==> src/design/dlws_pkg.sv <==
// Shared types and constants for the dense layer weighted sum block.
// Holds the word layouts of both channels, register indexes and mode codes.
// No dependencies.
package dlws_pkg;

    localparam int IDX_W    = 10;
    localparam int DATA_W   = 16;
    localparam int SUM_W    = 48;
    localparam int ROW_W    = 12;
    localparam int CFG_IDX_W  = 2;
    localparam int CFG_DATA_W = 13;

    // Register indexes on the configuration port
    localparam logic [CFG_IDX_W-1:0] REG_INPUT_COUNT  = 2'd0;
    localparam logic [CFG_IDX_W-1:0] REG_OUTPUT_COUNT = 2'd1;
    localparam logic [CFG_IDX_W-1:0] REG_INPUT_MODE   = 2'd2;

    // Input modes; any code above sign mode behaves as sign mode
    localparam logic [1:0] MODE_FIXED = 2'd0;
    localparam logic [1:0] MODE_BIT   = 2'd1;
    localparam logic [1:0] MODE_SIGN  = 2'd2;

    // Request types
    localparam logic REQ_LOAD   = 1'b0;
    localparam logic REQ_WEIGHT = 1'b1;

    // Offset of the raw weight byte in bit and sign modes
    localparam logic signed [31:0] BYTE_OFFSET = 32'sd128;
    localparam int Q16_SHIFT = 16;

    typedef struct packed {
        logic                     req_type;
        logic [IDX_W-1:0]         element_index;
        logic signed [DATA_W-1:0] input_value;
        logic signed [DATA_W-1:0] weight;
        logic signed [SUM_W-1:0]  prior_result;
    } in_word_t;

    typedef struct packed {
        logic signed [SUM_W-1:0] row_sum;
        logic [ROW_W-1:0]        row_index;
        logic                    last_row;
    } out_word_t;

endpackage

==> src/design/dlws_mac.sv <==
// Multiply-accumulate step with saturation for the weighted sum block.
// Depends on dlws_pkg for mode codes and the byte offset.
module dlws_mac #(
    parameter int ACC_WIDTH = 48
) (
    input  logic [1:0]                    mode,
    input  logic signed [15:0]            x,
    input  logic signed [15:0]            weight,
    input  logic                          start,
    input  logic signed [47:0]            prior,
    input  logic signed [ACC_WIDTH-1:0]   acc,
    output logic signed [ACC_WIDTH-1:0]   acc_next
);
    import dlws_pkg::*;

    localparam int WW = 66;
    localparam logic signed [WW-1:0] ACC_MAX =
        signed'((WW'(1) << (ACC_WIDTH - 1)) - WW'(1));
    localparam logic signed [WW-1:0] ACC_MIN = -ACC_MAX - WW'(1);

    logic signed [31:0]          offset_w;
    logic signed [31:0]          bit_term;
    logic signed [31:0]          term;
    logic signed [WW-1:0]        prior_w;
    logic signed [ACC_WIDTH-1:0] prior_sat;
    logic signed [ACC_WIDTH-1:0] base;
    logic signed [WW-1:0]        sum_w;

    always_comb begin
        offset_w = signed'({24'b0, weight[7:0]}) - BYTE_OFFSET;
        bit_term = offset_w <<< Q16_SHIFT;
        case (mode)
            MODE_FIXED: term = 32'(x) * 32'(weight);
            MODE_BIT:   term = x[0] ? bit_term : 32'sd0;
            default:    term = x[0] ? bit_term : -bit_term;
        endcase
    end

    // Clamp the prior row value into the accumulator range
    always_comb begin
        prior_w = WW'(prior);
        if (prior_w > ACC_MAX) begin
            prior_sat = ACC_MAX[ACC_WIDTH-1:0];
        end else if (prior_w < ACC_MIN) begin
            prior_sat = ACC_MIN[ACC_WIDTH-1:0];
        end else begin
            prior_sat = prior_w[ACC_WIDTH-1:0];
        end
    end

    always_comb begin
        base  = start ? prior_sat : acc;
        sum_w = WW'(base) + WW'(term);
        if (sum_w > ACC_MAX) begin
            acc_next = ACC_MAX[ACC_WIDTH-1:0];
        end else if (sum_w < ACC_MIN) begin
            acc_next = ACC_MIN[ACC_WIDTH-1:0];
        end else begin
            acc_next = sum_w[ACC_WIDTH-1:0];
        end
    end

endmodule

==> config.mk <==
export PLATFORM = sky130hd
export DESIGN_NAME = dlws_mac
export DESIGN_NICKNAME = d
export VERILOG_FILES = /design/src/design/dlws_pkg.sv /design/src/design/dlws_mac.sv
export SDC_FILE = /design/constraint.sdc
export NUM_CORES = 1
export LEC_CHECK = 0
export BUFFER_PORTS_ARGS = -buffer_cell sky130_fd_sc_hd__buf_2
export CORE_AREA = 10 10 153 190
export DETAILED_ROUTE_END_ITERATION = 10
export DIE_AREA = 0 0 163 200
export PLACE_DENSITY = 0.89
export SLEW_MARGIN = 5
export SYNTH_ARGS = -nofsm -noshare
export SYNTH_HDL_FRONTEND = slang
export SYNTH_SLANG_ARGS = --single-unit
export TNS_END_PERCENT = 1
==> constraint.sdc <==
create_clock -name vclk -period 11
set_input_delay 1.1 -clock vclk [all_inputs]
set_output_delay 1.1 -clock vclk [all_outputs]
set_load 0.01 [all_outputs]
==> impl_metrics.env <==
export IMPL_outcome="complete, no violations"
export IMPL_critPathSlowestCell="fa_1"
export IMPL_core_area_sq_mm=0.02521
export IMPL_place_hpwl_microns=35400
export IMPL_cp_arrival_ps=9660
export IMPL_synth_cell_types=70
export IMPL_layout_drive_gt1_share=0.2084
export IMPL_synth_adder_area_share=0.4886
export IMPL_min_from="acc[0]"
export IMPL_synth_compound_area_frac=0.1534
export IMPL_syn_cell_area_sq_mm=0.01422
export IMPL_worstPathMaxFanout=20
export IMPL_fmax_mhz=92.91
export IMPL_synth_nets=2231
export IMPL_layout_common_cells="344 x inv_1, 262 x fa_1, 166 x buf_2"
export IMPL_initial_utilization=0.5639
export IMPL_ant_nets=0
export IMPL_synth_top_area_share=0.3703
export IMPL_dr_pass1_iters=5
export IMPL_maxCapViolations=0
export IMPL_die_h_microns=200
export IMPL_nClkBuffers=0
export IMPL_hold_violations=0
export IMPL_cp_start_kind="input pin"
export IMPL_grt_total_usage=0.2535
export IMPL_criticalPathCategory="input pin to output pin"
export IMPL_route_detailed_drc=0
export IMPL_die_w_microns=163
export IMPL_antenna_found_initial=7
export IMPL_fin_area_sq_mm=0.01610
export IMPL_wl_per_cell_microns=19.06
export IMPL_regArea_sq_um=0
export IMPL_grt_overflow=0
export IMPL_end_kind="output pin"
export IMPL_synth_warnings=0
export IMPL_gp_congestion=0.9700
export IMPL_hold_depth=6
export IMPL_cp_required_ps=9900
export IMPL_synth_top_family_by_area="adder cells"
export IMPL_viasPerCell=5.848
export IMPL_fin_crit_ps=10760
export IMPL_crit_top_cell="fa_1"
export IMPL_synth_xor_area_frac=0.04620
export IMPL_num_vias=12994
export IMPL_hold_end="acc_next[0]"
export IMPL_grt_pass1_vias=14188
export IMPL_syn_to_final_growth_pct=13.24
export IMPL_synth_simple_gate_area_frac=0.1581
export IMPL_finalMaxSlewViolations=0
export IMPL_hold_path_class="input pin to output pin"
export IMPL_yosys_top_cells_area="fa_1 37%, ha_1 12%, inv_1 9.1%, and2_1 5.9%, nand2_1 4.3%"
export IMPL_slew_headroom=0.3065
export IMPL_routed_wl_microns=42360
export IMPL_placed_area_sq_mm=0.01571
export IMPL_grt_max_degree=49
export IMPL_postSynthCellCount=1705
export IMPL_portBuffers=179
export IMPL_rows=65
export IMPL_finalCritPeriodShare=0.9785
export IMPL_synth_largest_area_cell="fa_1"
export IMPL_syn_mean_instance_area_sq_um=8.339
export IMPL_setup_viol_count_final=0
export IMPL_layout_commonest_cell="inv_1"
export IMPL_seq_area_frac_synth=0
export IMPL_synthMuxAreaShare=0.03881
export IMPL_final_nets=2409
export IMPL_worst_slew_pin_slew_ps=1040
export IMPL_worst_path_largest_cell_delay_ps=600
export IMPL_die_area_sq_mm=0.03260
export IMPL_io_pins=179
export IMPL_grt_pass1_wl_microns=68320
export IMPL_drt_iter0_markers=1028
export IMPL_seq_cells=0
synthesized netlist by cell type, drive strengths merged, types with 11 or more instances:
cell,count
o21bai,11
o21ai,48
mux2,49
nand4,12
nand3,24
and2,134
xnor2,45
xor2,30
buf,15
nor3,17
a21o,35
ha,132
a31oi,12
fa,263
nand2,163
and3,11
clkbuf,61
nor2,60
inv,346
a21oi,120
a211oi,12
layout make-up:
type	count	area, sq um
repair buffers	252	1582
fillers	2022	9111
inverters	346	1299
diodes	6	15.01
well taps	335	419.2
multi-input cells	1283	12790
worst max-delay path: cells and delay by family:
kind                       cells  cell delay [ps]
adders and majority gates      8             3840
AOI/OAI and AO/OA              9             1730
and+or+nand+nor               10             1570
buffers and inverters         10             1200
xor gates and xnor gates       1              190
metal layers:
metal / share of wire / GRT usage / wire [microns] / up-vias
met3: 0.075 / 0.03689 / 3190 / 196
met1: 0.35 / 0.2794 / 14760 / 6308
met2: 0.52 / 0.4689 / 21980 / 719
met5: 0.00031 / 0 / 13 / -
li1: - / - / - / 5769
met4: 0.057 / 0.1187 / 2412 / 2
how the worst max path moves through the flow:
stage / start / to / slack, ps
after floorplan: weight[7] / acc_next[11] / 150
after global routing: weight[3] / acc_next[2] / -110
after detailed placement: x[8] / acc_next[34] / -160
final: weight[3] / acc_next[3] / 240
after CTS: weight[15] / acc_next[27] / 10
after global placement: weight[4] / acc_next[45] / 210
repair_timing:
item / in CTS / in global routing
hold endpoints to repair: 0 / 0
hold buffers: 0 / 0
gates cloned: 0 / 2
endpoints found under the setup margin: 47 / 48
buffers inserted: 2 / 9
pin swaps: 3 / 27
resized for setup: 7 / 61
cells by family (layout without fill, tap and decap cells):
group	Yosys count	after routing
and+or+nand+nor	452	452
buffers and inverters	422	598
adders and majority gates	398	398
AOI/OAI and AO/OA	309	309
xor gates and xnor gates	75	75
muxes	49	49
other	0	6
stage by stage:
stage / setup slack (ps) / hold WS [ps] / util / std cells / TNS (ps)
after floorplan: 151.9 / 2653 / - / 1705 / 0
final: 236.4 / 2829 / 0.6386 / 2222 / 0
after detailed placement: -162.0 / 2828 / 0.6229 / 2203 / -4678
after CTS: 13.05 / 2838 / 0.6246 / 2205 / 0
after global routing: -109.5 / 2906 / 0.6385 / 2221 / -3194
after global placement: 209.1 / 2849 / 0.6229 / 2203 / 0
Power is not shown: default switching activity piles up to over one toggle a cycle in this logic, so the estimate is an artifact.
